## config.mk

```make
export PLATFORM = sky130hd
export DESIGN_NAME = bitplane_to_pixel_ham_converter_unit_flat
export DESIGN_NICKNAME = d
export VERILOG_FILES = /design/src/rtl/core/bphc_pkg.sv /design/src/rtl/core/bphc_if.sv /design/src/rtl/core/bphc_front.sv /design/src/rtl/core/bphc_queue.sv /design/src/rtl/core/bphc_back.sv /design/src/rtl/core/bitplane_to_pixel_ham_converter_unit.sv /design/src/flat_wrapper.sv
export SDC_FILE = /design/constraint.sdc
export NUM_CORES = 2
export LEC_CHECK = 0
export ABC_AREA = 1
export ABC_CLOCK_PERIOD_IN_PS = 6360
export BUFFER_PORTS_ARGS = -buffer_cell sky130_fd_sc_hd__buf_2
export CAP_MARGIN = 10
export CORE_ASPECT_RATIO = 0.6
export CORE_MARGIN = 4
export CORE_UTILIZATION = 57
export CTS_CLUSTER_DIAMETER = 120
export DETAILED_ROUTE_END_ITERATION = 12
export HOLD_SLACK_MARGIN = 0.15
export PLACE_DENSITY_LB_ADDON = 0.12
export SKIP_LAST_GASP = 1
export SYNTH_ARGS = -nofsm -noshare
export SYNTH_HDL_FRONTEND = slang
export SYNTH_SLANG_ARGS = --single-unit
```

## constraint.sdc

```tcl
create_clock -name clk -period 6.36 [get_ports clk]
set_input_delay 0.636 -clock clk [delete_from_list [all_inputs] [get_ports clk]]
set_output_delay 0.636 -clock clk [all_outputs]
set_load 0.03 [all_outputs]
```

## src/rtl/core/bphc_pkg.sv

```systemverilog
// ----------------------------------------------------------------------------
// bphc_pkg
// Types, codes and constants shared by the bitplane to pixel converter.
// ----------------------------------------------------------------------------
`default_nettype none

package bphc_pkg;

  localparam int PLANE_W   = 16;
  localparam int PIXELS    = 16;
  localparam int IDX_W     = 6;
  localparam int COLOUR_W  = 32;
  localparam int BEAT_W    = 5;

  localparam logic [1:0] REG_DISPLAY_MODE = 2'd0;

  localparam logic [1:0] MODE_HIRES = 2'd0;
  localparam logic [1:0] MODE_LORES = 2'd1;
  localparam logic [1:0] MODE_HAM6  = 2'd2;

  localparam logic ITEM_CONVERT = 1'b0;
  localparam logic ITEM_PALETTE = 1'b1;

  localparam logic [COLOUR_W-1:0] KEEP_NO_BLUE  = 32'hFFFFFF00;
  localparam logic [COLOUR_W-1:0] KEEP_NO_RED   = 32'hFF00FFFF;
  localparam logic [COLOUR_W-1:0] KEEP_NO_GREEN = 32'hFFFF00FF;

  localparam logic [BEAT_W-1:0] LAST_BEAT_HIRES = 5'd15;
  localparam logic [BEAT_W-1:0] LAST_BEAT_LORES = 5'd31;

  typedef enum logic [1:0] {
    HAM_PALETTE = 2'd0,
    HAM_BLUE    = 2'd1,
    HAM_RED     = 2'd2,
    HAM_GREEN   = 2'd3
  } ham_ctrl_t;

  typedef struct packed {
    logic                              is_write;
    logic [PIXELS-1:0][IDX_W-1:0]      pix_idx;
    logic [IDX_W-1:0]                  entry_index;
    logic [COLOUR_W-1:0]               entry_colour;
  } queue_entry_t;

  // screen pixel to bit position inside a byte-swapped plane word
  function automatic logic [3:0] pixel_bit(input int p);
    logic [4:0] pos;
    pos = (p < 8) ? 5'(7 - p) : 5'(23 - p);
    return pos[3:0];
  endfunction

endpackage

`default_nettype wire

```

## src/rtl/core/bphc_if.sv

```systemverilog
// ----------------------------------------------------------------------------
// bphc_item_if / bphc_pix_if
// Valid/ready channels for plane word sets and for output pixels.
// ----------------------------------------------------------------------------
`default_nettype none

interface bphc_item_if;
  logic        valid;
  logic        ready;
  logic        mode;
  logic [15:0] plane_a;
  logic [15:0] plane_b;
  logic [15:0] plane_c;
  logic [15:0] plane_d;
  logic [15:0] plane_e;
  logic [15:0] plane_f;
  logic [5:0]  entry_index;
  logic [31:0] entry_colour;

  modport source (
    output valid, mode, plane_a, plane_b, plane_c, plane_d, plane_e, plane_f,
           entry_index, entry_colour,
    input  ready
  );
  modport sink (
    input  valid, mode, plane_a, plane_b, plane_c, plane_d, plane_e, plane_f,
           entry_index, entry_colour,
    output ready
  );
endinterface

interface bphc_pix_if;
  logic        valid;
  logic        ready;
  logic [31:0] pixel_colour;
  logic        last_pixel;

  modport source (output valid, pixel_colour, last_pixel, input ready);
  modport sink (input valid, pixel_colour, last_pixel, output ready);
endinterface

`default_nettype wire

```

## src/rtl/core/bphc_front.sv

```systemverilog
// ----------------------------------------------------------------------------
// bphc_front
// Accepts items, splits plane words into per-pixel palette indices.
// ----------------------------------------------------------------------------
`default_nettype none

module bphc_front
  import bphc_pkg::*;
(
  bphc_item_if.sink           item,
  input  wire logic [1:0]     display_mode,
  input  wire logic           queue_full,
  output logic                push,
  output queue_entry_t        push_entry
);

  logic [3:0] pos;

  assign item.ready = !queue_full;
  assign push       = item.valid && !queue_full;

  always_comb begin
    pos = '0;
    push_entry.is_write     = (item.mode == ITEM_PALETTE);
    push_entry.entry_index  = item.entry_index;
    push_entry.entry_colour = item.entry_colour;
    for (int p = 0; p < PIXELS; p++) begin
      pos = pixel_bit(p);
      push_entry.pix_idx[p] = {item.plane_f[pos], item.plane_e[pos], item.plane_d[pos],
                               item.plane_c[pos], item.plane_b[pos], item.plane_a[pos]};
      if (display_mode == MODE_HIRES) begin
        push_entry.pix_idx[p][5:4] = 2'b00;
      end
    end
  end

endmodule

`default_nettype wire

```

## src/rtl/core/bphc_queue.sv

```systemverilog
// ----------------------------------------------------------------------------
// bphc_queue
// Two-entry queue between the front and the back.
// ----------------------------------------------------------------------------
`default_nettype none

module bphc_queue
  import bphc_pkg::*;
(
  input  wire logic         clk,
  input  wire logic         rst,
  input  wire logic         push,
  input  wire queue_entry_t push_entry,
  output logic              full,
  input  wire logic         pop,
  output logic              head_valid,
  output queue_entry_t      head
);

  queue_entry_t slots [2];
  logic         wr_ptr;
  logic         rd_ptr;
  logic [1:0]   count;

  assign full       = (count == 2'd2);
  assign head_valid = (count != 2'd0);
  assign head       = slots[rd_ptr];

  always_ff @(posedge clk) begin
    if (push) begin
      slots[wr_ptr] <= push_entry;
    end
  end

  always_ff @(posedge clk) begin
    if (rst) begin
      wr_ptr <= 1'b0;
      rd_ptr <= 1'b0;
      count  <= 2'd0;
    end else begin
      if (push) begin
        wr_ptr <= !wr_ptr;
      end
      if (pop) begin
        rd_ptr <= !rd_ptr;
      end
      if (push && !pop) begin
        count <= count + 2'd1;
      end else if (pop && !push) begin
        count <= count - 2'd1;
      end
    end
  end

endmodule

`default_nettype wire

```

## src/rtl/core/bphc_back.sv

```systemverilog
// ----------------------------------------------------------------------------
// bphc_back
// Palette memory, pixel sequencer, HAM colour update and output register.
// ----------------------------------------------------------------------------
`default_nettype none

module bphc_back
  import bphc_pkg::*;
#(
  parameter int PALETTE_ENTRIES = 64
) (
  input  wire logic         clk,
  input  wire logic         rst,
  input  wire logic [1:0]   display_mode,
  input  wire logic         head_valid,
  input  wire queue_entry_t head,
  output logic              pop,
  bphc_pix_if.source        pixel
);

  localparam int         AW        = $clog2(PALETTE_ENTRIES);
  localparam logic [6:0] ENTRIES_W = 7'(PALETTE_ENTRIES);

  logic [COLOUR_W-1:0]        mem [PALETTE_ENTRIES];
  logic [PALETTE_ENTRIES-1:0] entry_vld;

  logic [BEAT_W-1:0]   beat;
  logic [BEAT_W-1:0]   last_beat;
  logic                lores;
  logic                ham;
  logic                wr_en;
  logic                wr_in_range;
  logic                issue;
  logic                issue_last;
  logic [3:0]          pix_sel;
  logic [IDX_W-1:0]    cur_idx;
  logic                rd_in_range;

  logic                s2_valid;
  logic                s2_adv;
  logic                s2_load;
  logic [IDX_W-1:0]    s2_idx;
  logic                s2_last;
  logic [COLOUR_W-1:0] rd_data;
  logic                rd_ok;

  logic                out_valid;
  logic                out_load;
  logic [COLOUR_W-1:0] out_colour;
  logic                out_last;
  logic [COLOUR_W-1:0] last_colour;
  logic [COLOUR_W-1:0] pal_colour;
  logic [COLOUR_W-1:0] colour;
  logic [7:0]          nib2;
  ham_ctrl_t           ctrl;

  assign lores      = (display_mode != MODE_HIRES);
  assign ham        = display_mode[1];
  assign last_beat  = lores ? LAST_BEAT_LORES : LAST_BEAT_HIRES;
  assign pix_sel    = lores ? beat[4:1] : beat[3:0];
  assign cur_idx    = head.pix_idx[pix_sel];

  assign wr_en       = head_valid && head.is_write;
  assign wr_in_range = ({1'b0, head.entry_index} < ENTRIES_W);
  assign rd_in_range = ({1'b0, cur_idx} < ENTRIES_W);

  assign out_load   = !out_valid || pixel.ready;
  assign s2_adv     = s2_valid && out_load;
  assign s2_load    = !s2_valid || s2_adv;
  assign issue      = head_valid && !head.is_write && s2_load;
  assign issue_last = issue && (beat == last_beat);
  assign pop        = wr_en || issue_last;

  // palette storage
  always_ff @(posedge clk) begin
    if (wr_en && wr_in_range) begin
      mem[head.entry_index[AW-1:0]] <= head.entry_colour;
    end
    if (issue && rd_in_range) begin
      rd_data <= mem[cur_idx[AW-1:0]];
    end
  end

  always_ff @(posedge clk) begin
    if (rst) begin
      entry_vld <= '0;
    end else if (wr_en && wr_in_range) begin
      entry_vld[head.entry_index[AW-1:0]] <= 1'b1;
    end
  end

  always_ff @(posedge clk) begin
    if (issue) begin
      rd_ok   <= rd_in_range && entry_vld[cur_idx[AW-1:0]];
      s2_idx  <= cur_idx;
      s2_last <= (beat == last_beat);
    end
  end

  always_ff @(posedge clk) begin
    if (rst) begin
      beat     <= '0;
      s2_valid <= 1'b0;
    end else begin
      if (issue_last) begin
        beat <= '0;
      end else if (issue) begin
        beat <= beat + 5'd1;
      end
      if (s2_load) begin
        s2_valid <= issue;
      end
    end
  end

  always_comb begin
    ctrl       = ham_ctrl_t'(s2_idx[5:4]);
    nib2       = {s2_idx[3:0], s2_idx[3:0]};
    pal_colour = rd_ok ? rd_data : '0;
    colour     = pal_colour;
    if (ham) begin
      case (ctrl)
        HAM_BLUE:  colour = (last_colour & KEEP_NO_BLUE)  | {24'h0, nib2};
        HAM_RED:   colour = (last_colour & KEEP_NO_RED)   | {8'h0, nib2, 16'h0};
        HAM_GREEN: colour = (last_colour & KEEP_NO_GREEN) | {16'h0, nib2, 8'h0};
        default:   colour = pal_colour;
      endcase
    end
  end

  always_ff @(posedge clk) begin
    if (s2_adv) begin
      out_colour <= colour;
      out_last   <= s2_last;
    end
  end

  always_ff @(posedge clk) begin
    if (rst) begin
      out_valid   <= 1'b0;
      last_colour <= '0;
    end else begin
      if (out_load) begin
        out_valid <= s2_valid;
      end
      if (s2_adv) begin
        last_colour <= colour;
      end
    end
  end

  assign pixel.valid        = out_valid;
  assign pixel.pixel_colour = out_colour;
  assign pixel.last_pixel   = out_last;

endmodule

`default_nettype wire

```

## src/rtl/core/bitplane_to_pixel_ham_converter_unit.sv

```systemverilog
// ----------------------------------------------------------------------------
// bitplane_to_pixel_ham_converter_unit
// Planar to chunky converter with hires, lores and HAM6 modes.
//
// Each word set turns six 16-bit plane words into chunky 0xAARRGGBB pixels,
// one beat per cycle on the pixel channel unless the output stalls: 16 beats
// in hires, 32 in lores and HAM6, the rate set by the output channel and the
// single read port of the palette memory. A palette write item is taken by
// the back end and yields no beat. A two-entry queue lets the next items be
// taken while a word set streams out; each pixel passes the queue, the
// palette read register and the output register. The palette reads zero
// after reset without a clearing pass. display_mode sits at address 0; the
// user must write it only while the unit is idle; the unit does not check.
// ----------------------------------------------------------------------------
`default_nettype none

module bitplane_to_pixel_ham_converter_unit
  import bphc_pkg::*;
#(
  parameter int PALETTE_ENTRIES = 64
) (
  input  wire logic        clk,
  input  wire logic        rst,
  bphc_item_if.sink        item,
  bphc_pix_if.source       pixel,
  input  wire logic        psel,
  input  wire logic        penable,
  input  wire logic        pwrite,
  input  wire logic [1:0]  paddr,
  input  wire logic [31:0] pwdata,
  output logic [31:0]      prdata,
  output logic             pready
);

  logic [1:0]   display_mode;
  logic         push;
  queue_entry_t push_entry;
  logic         queue_full;
  logic         pop;
  logic         head_valid;
  queue_entry_t head;

  assign pready = 1'b1;
  assign prdata = {30'h0, display_mode};

  always_ff @(posedge clk) begin
    if (rst) begin
      display_mode <= MODE_HIRES;
    end else if (psel && penable && pwrite && pready && (paddr == REG_DISPLAY_MODE)) begin
      display_mode <= pwdata[1:0];
    end
  end

  bphc_front u_front (
    .item         (item),
    .display_mode (display_mode),
    .queue_full   (queue_full),
    .push         (push),
    .push_entry   (push_entry)
  );

  bphc_queue u_queue (
    .clk        (clk),
    .rst        (rst),
    .push       (push),
    .push_entry (push_entry),
    .full       (queue_full),
    .pop        (pop),
    .head_valid (head_valid),
    .head       (head)
  );

  bphc_back #(
    .PALETTE_ENTRIES (PALETTE_ENTRIES)
  ) u_back (
    .clk          (clk),
    .rst          (rst),
    .display_mode (display_mode),
    .head_valid   (head_valid),
    .head         (head),
    .pop          (pop),
    .pixel        (pixel)
  );

endmodule

`default_nettype wire

```

## src/flat_wrapper.sv

```systemverilog
// flat-port wrapper written by rule: the top's interface ports become plain ports
module bitplane_to_pixel_ham_converter_unit_flat import bphc_pkg::*;
#(
  parameter int PALETTE_ENTRIES = 64
)
  (clk, rst, psel, penable, pwrite, paddr, pwdata, prdata, pready, item_valid, item_mode, item_plane_a, item_plane_b, item_plane_c, item_plane_d, item_plane_e, item_plane_f, item_entry_index, item_entry_colour, item_ready, pixel_valid, pixel_pixel_colour, pixel_last_pixel, pixel_ready);
  bphc_item_if item_i ();
  bphc_pix_if pixel_i ();
  input  wire logic clk;
  input  wire logic rst;
  input  wire logic psel;
  input  wire logic penable;
  input  wire logic pwrite;
  input  wire logic [1:0] paddr;
  input  wire logic [31:0] pwdata;
  output logic [31:0] prdata;
  output logic pready;
  input wire logic [$bits(item_i.valid)-1:0] item_valid;
  input wire logic [$bits(item_i.mode)-1:0] item_mode;
  input wire logic [$bits(item_i.plane_a)-1:0] item_plane_a;
  input wire logic [$bits(item_i.plane_b)-1:0] item_plane_b;
  input wire logic [$bits(item_i.plane_c)-1:0] item_plane_c;
  input wire logic [$bits(item_i.plane_d)-1:0] item_plane_d;
  input wire logic [$bits(item_i.plane_e)-1:0] item_plane_e;
  input wire logic [$bits(item_i.plane_f)-1:0] item_plane_f;
  input wire logic [$bits(item_i.entry_index)-1:0] item_entry_index;
  input wire logic [$bits(item_i.entry_colour)-1:0] item_entry_colour;
  output wire logic [$bits(item_i.ready)-1:0] item_ready;
  output wire logic [$bits(pixel_i.valid)-1:0] pixel_valid;
  output wire logic [$bits(pixel_i.pixel_colour)-1:0] pixel_pixel_colour;
  output wire logic [$bits(pixel_i.last_pixel)-1:0] pixel_last_pixel;
  input wire logic [$bits(pixel_i.ready)-1:0] pixel_ready;
  assign item_i.valid = item_valid;
  assign item_i.mode = item_mode;
  assign item_i.plane_a = item_plane_a;
  assign item_i.plane_b = item_plane_b;
  assign item_i.plane_c = item_plane_c;
  assign item_i.plane_d = item_plane_d;
  assign item_i.plane_e = item_plane_e;
  assign item_i.plane_f = item_plane_f;
  assign item_i.entry_index = item_entry_index;
  assign item_i.entry_colour = item_entry_colour;
  assign item_ready = item_i.ready;
  assign pixel_valid = pixel_i.valid;
  assign pixel_pixel_colour = pixel_i.pixel_colour;
  assign pixel_last_pixel = pixel_i.last_pixel;
  assign pixel_i.ready = pixel_ready;
  bitplane_to_pixel_ham_converter_unit #(.PALETTE_ENTRIES(PALETTE_ENTRIES)) u_core (.clk(clk), .rst(rst), .item(item_i), .pixel(pixel_i), .psel(psel), .penable(penable), .pwrite(pwrite), .paddr(paddr), .pwdata(pwdata), .prdata(prdata), .pready(pready));
endmodule
```

==> results_dict.tcl <==
set metrics [dict create \
    internal_power_uw 35000 \
    tightest_slew_ns 1.28 \
    cts_root_buf "clkbuf_16" \
    async_flop_share_pct 0 \
    grt.total_usage_pct 28.8 \
    fin_crit_sh_pct 81.0 \
    globalRoute.totalOverflow 0 \
    finalSetupViolations 0 \
    cts_buffers 224 \
    first_pass_iters 6 \
    antenna_found_initial 4 \
    yosysMostFrequentCell "edfxtp_1" \
    max_slew_margin_pct 14.5 \
    io_buffers 182 \
    nFillCells 14100 \
    row_count 123 \
    p_switching_uw 24500 \
    final_nets 9903 \
    htreeDepth 4 \
    cts_tree "yes" \
    ys_top_cells_by_area "edfxtp_1 (66%), nand3_1 (9.3%), nand3b_1 (5.7%), nand2_1 (5.6%), inv_1 (4.3%)" \
    gp_congestion 0.850 \
    path_class "flop to flop" \
    synth_top_area_share_pct 66.4 \
    hold_ws_ns 0.315 \
    cts_sinks 2501 \
    p_comb_share_pct 41.3 \
    setup_ws_ns 1.21 \
    grt_pass1_vias 67300 \
    drv_slew 0 \
    cp_data_arrival_time_ns 5.75 \
    ys_types 42 \
    min_path_type "primary input to flop" \
    synth_edf_count 2391 \
    tns_ns 0 \
    synthTopCellsByCount "edfxtp_1 (2391), nand3_1 (2019), nand2_1 (1610), inv_1 (1232), nand3b_1 (825)" \
    viasPerCell 5.81 \
    clk-insertion-delay-late_ns 0.86 \
    drive_above_1_share_pct 8.45 \
    utilization_pct 64.0 \
    path_max_fanout 42 \
    start_kind "flop" \
    multi_input_area_mm2 0.0267 \
    ioPinCount 244 \
    yosysWarnings 0 \
    initial_core_util_pct 57.5 \
    status "complete, no violations" \
    clock.fmax_mhz 194 \
    p_sw_share_pct 41.2 \
    end_kind "flop" \
    rsz0062_at_grt "false" \
    dpl.hpwl_mm 159 \
    clkPwrFrac_pct 22.9 \
    syn_avg_cell_area_um2 11.2 \
    fin_skew_ns 0.0349 \
    fp.dieArea_mm2 0.197 \
    placeableCoreArea_mm2 0.188 \
    ant_nets 0 \
    seq_area_mm2 0.0740 \
    synth_top_flop_cell "edfxtp_1" \
    p_leak_uw 0.0459 \
    syn_inst 9614 \
    crit_required_ns 6.96 \
    synth_top_area_cell "edfxtp_1" \
    preCtsSetupSlack_ns 1.35 \
    drc_errors 0 \
    path_clk_slew_ns 0.07 \
    grt_pass1_wl_mm 431 \
    post_cts_buffers 0 \
    hold_viol 0 \
    power_density_mw_per_mm2 495 \
    grt_max_degree 189 \
    r2r_setup_slack_ns 1.21 \
    vdd_drop_max_v 0.000478 \
    area_growth_pct 11.2 \
    drt_iter0_drc 10100 \
    period_minus_slack_ns 5.15 \
    wl_per_cell_um 23.3 \
    fp.dieW_um 570 \
    die_h_um 345 \
    seq_power_share_pct 35.8 \
    drv_cap 0 \
    vias 72100 \
    wl_mm 289 \
    ys_seq_area_share_pct 68.5 \
    synth_seq_cells 2501 \
    synth_area_mm2 0.108 \
    cts.path.max_buffers 4 \
]
through the flow:
stage	total power (uW)	cell area, um2	instances
6_report	59500	120000	12400
5_1_grt	62500	120000	12400
4_1_cts	59300	120000	12400
3_5_place_dp	45800	111000	11900
3_3_place_gp	45300	111000	11900
2_1_floorplan	37600	108000	9643
power by group through the flow:
stage | Sequential [uW] | Combinational (uW) | Clock, uW
2_1_floorplan | 21300 | 16200 | 0
3_3_place_gp | 21600 | 23800 | 0
3_5_place_dp | 21600 | 24200 | 0
4_1_cts | 21300 | 24300 | 13700
5_1_grt | 21300 | 26700 | 14500
6_report | 21300 | 24600 | 13600
sequential cells by signal, summed over array words and instances (netlist names), 5 cells and up, named ones only:
signal and flops:
u_core.u_back.last_colour 32, u_core.u_back.s2_idx 6, u_core.u_back.rd_data 32, u_core.u_back.entry_vld 64, u_core.u_queue.slots 270, u_core.u_back.pixel.pixel_colour 32
u_core.u_back.mem 2048, u_core.u_back.beat 5
cell usage in the layout, fill, tap and decap left out, drive strengths merged:
| cell | count |
|---|---|
| diode | 1 |
| o22ai | 8 |
| a221o | 4 |
| clkbuf | 278 |
| o31ai | 4 |
| edfxtp | 2391 |
| o21a | 1 |
| conb | 31 |
| o221ai | 3 |
| ha | 2 |
| clkinvlp | 8 |
| o311ai | 1 |
| bufinv | 26 |
| nand3 | 2021 |
| a32o | 16 |
| clkinv | 92 |
| dlygate4sd3 | 141 |
| nor3 | 2 |
| inv | 1254 |
| or2 | 38 |
| nand3b | 825 |
| a21oi | 77 |
| nor4 | 1 |
| a31oi | 8 |
| dfxtp | 110 |
| o21bai | 1 |
| nand2 | 1618 |
| buf | 372 |
| nor2 | 369 |
| mux2i | 9 |
| o21ai | 193 |
kinds of logic after synthesis:
logic type,Yosys count,share of synthesized area [%]
buffers and inverters,1910,7.54
AOI/OAI and AO/OA,316,1.62
muxes,9,0.0833
and+or+nand+nor,4874,22.3
adders and majority gates,2,0.0231
DFF,2501,68.5
other,2,0.00695
final cells by class:
cell class | instances | share of cell area, %
Antenna cell | 1 | 0.00208
Clock buffer | 278 | 4.93
Clock inverter | 127 | 1.05
Inverter | 1253 | 3.94
Multi-Input combinational cell | 5232 | 22.2
Sequential cell | 2501 | 61.6
Tap cell | 2500 | 2.60
Timing Repair Buffer | 513 | 3.70
final timing paths:
check                                             from                        to  cells past startpoint
worst max-delay path            u_core.display_mode[1]  u_core.u_back.rd_data[4]                     18
worst min-delay path                        item_valid     u_core.u_queue.wr_ptr                      5
worst max register to register  u_core.display_mode[1]  u_core.u_back.rd_data[4]                     18
worst min register to register   u_core.u_back.beat[3]     u_core.u_back.beat[3]                      1
layer usage:
metal  GRT usage, %  wire, um  vias to the layer above
li1               -         -                    33100
met5              0         0                        -
met2           42.1    126000                     3586
met1           44.9    125000                    35000
met4           6.98      6710                        0
met3           5.30     31500                      384
critical path: stages, from the launching register on:
cell and delay, ns:
dfxtp_1 0.36, nor2_8 0.59, nand2_1 0.17, nand2_1 0.28
buf_4 0.35, nand3_1 0.16, nand3_1 0.13, nand3_4 0.36
nand2_4 0.72, clkinv_2 0.45, buf_4 0.40, nand2_1 0.11
nand2_1 0.05, nand2_1 0.05, nand3_1 0.07, nand3_1 0.13
nand3_1 0.21, nand3_1 0.15, nand2_1 0.07
repair_timing:
item,in CTS,in global routing
resized for setup,0,0
hold buffers,141,0
endpoints found under the hold margin,288,0
endpoints found under the setup margin,0,0
Note: power is estimated with default switching activity, not from simulation.
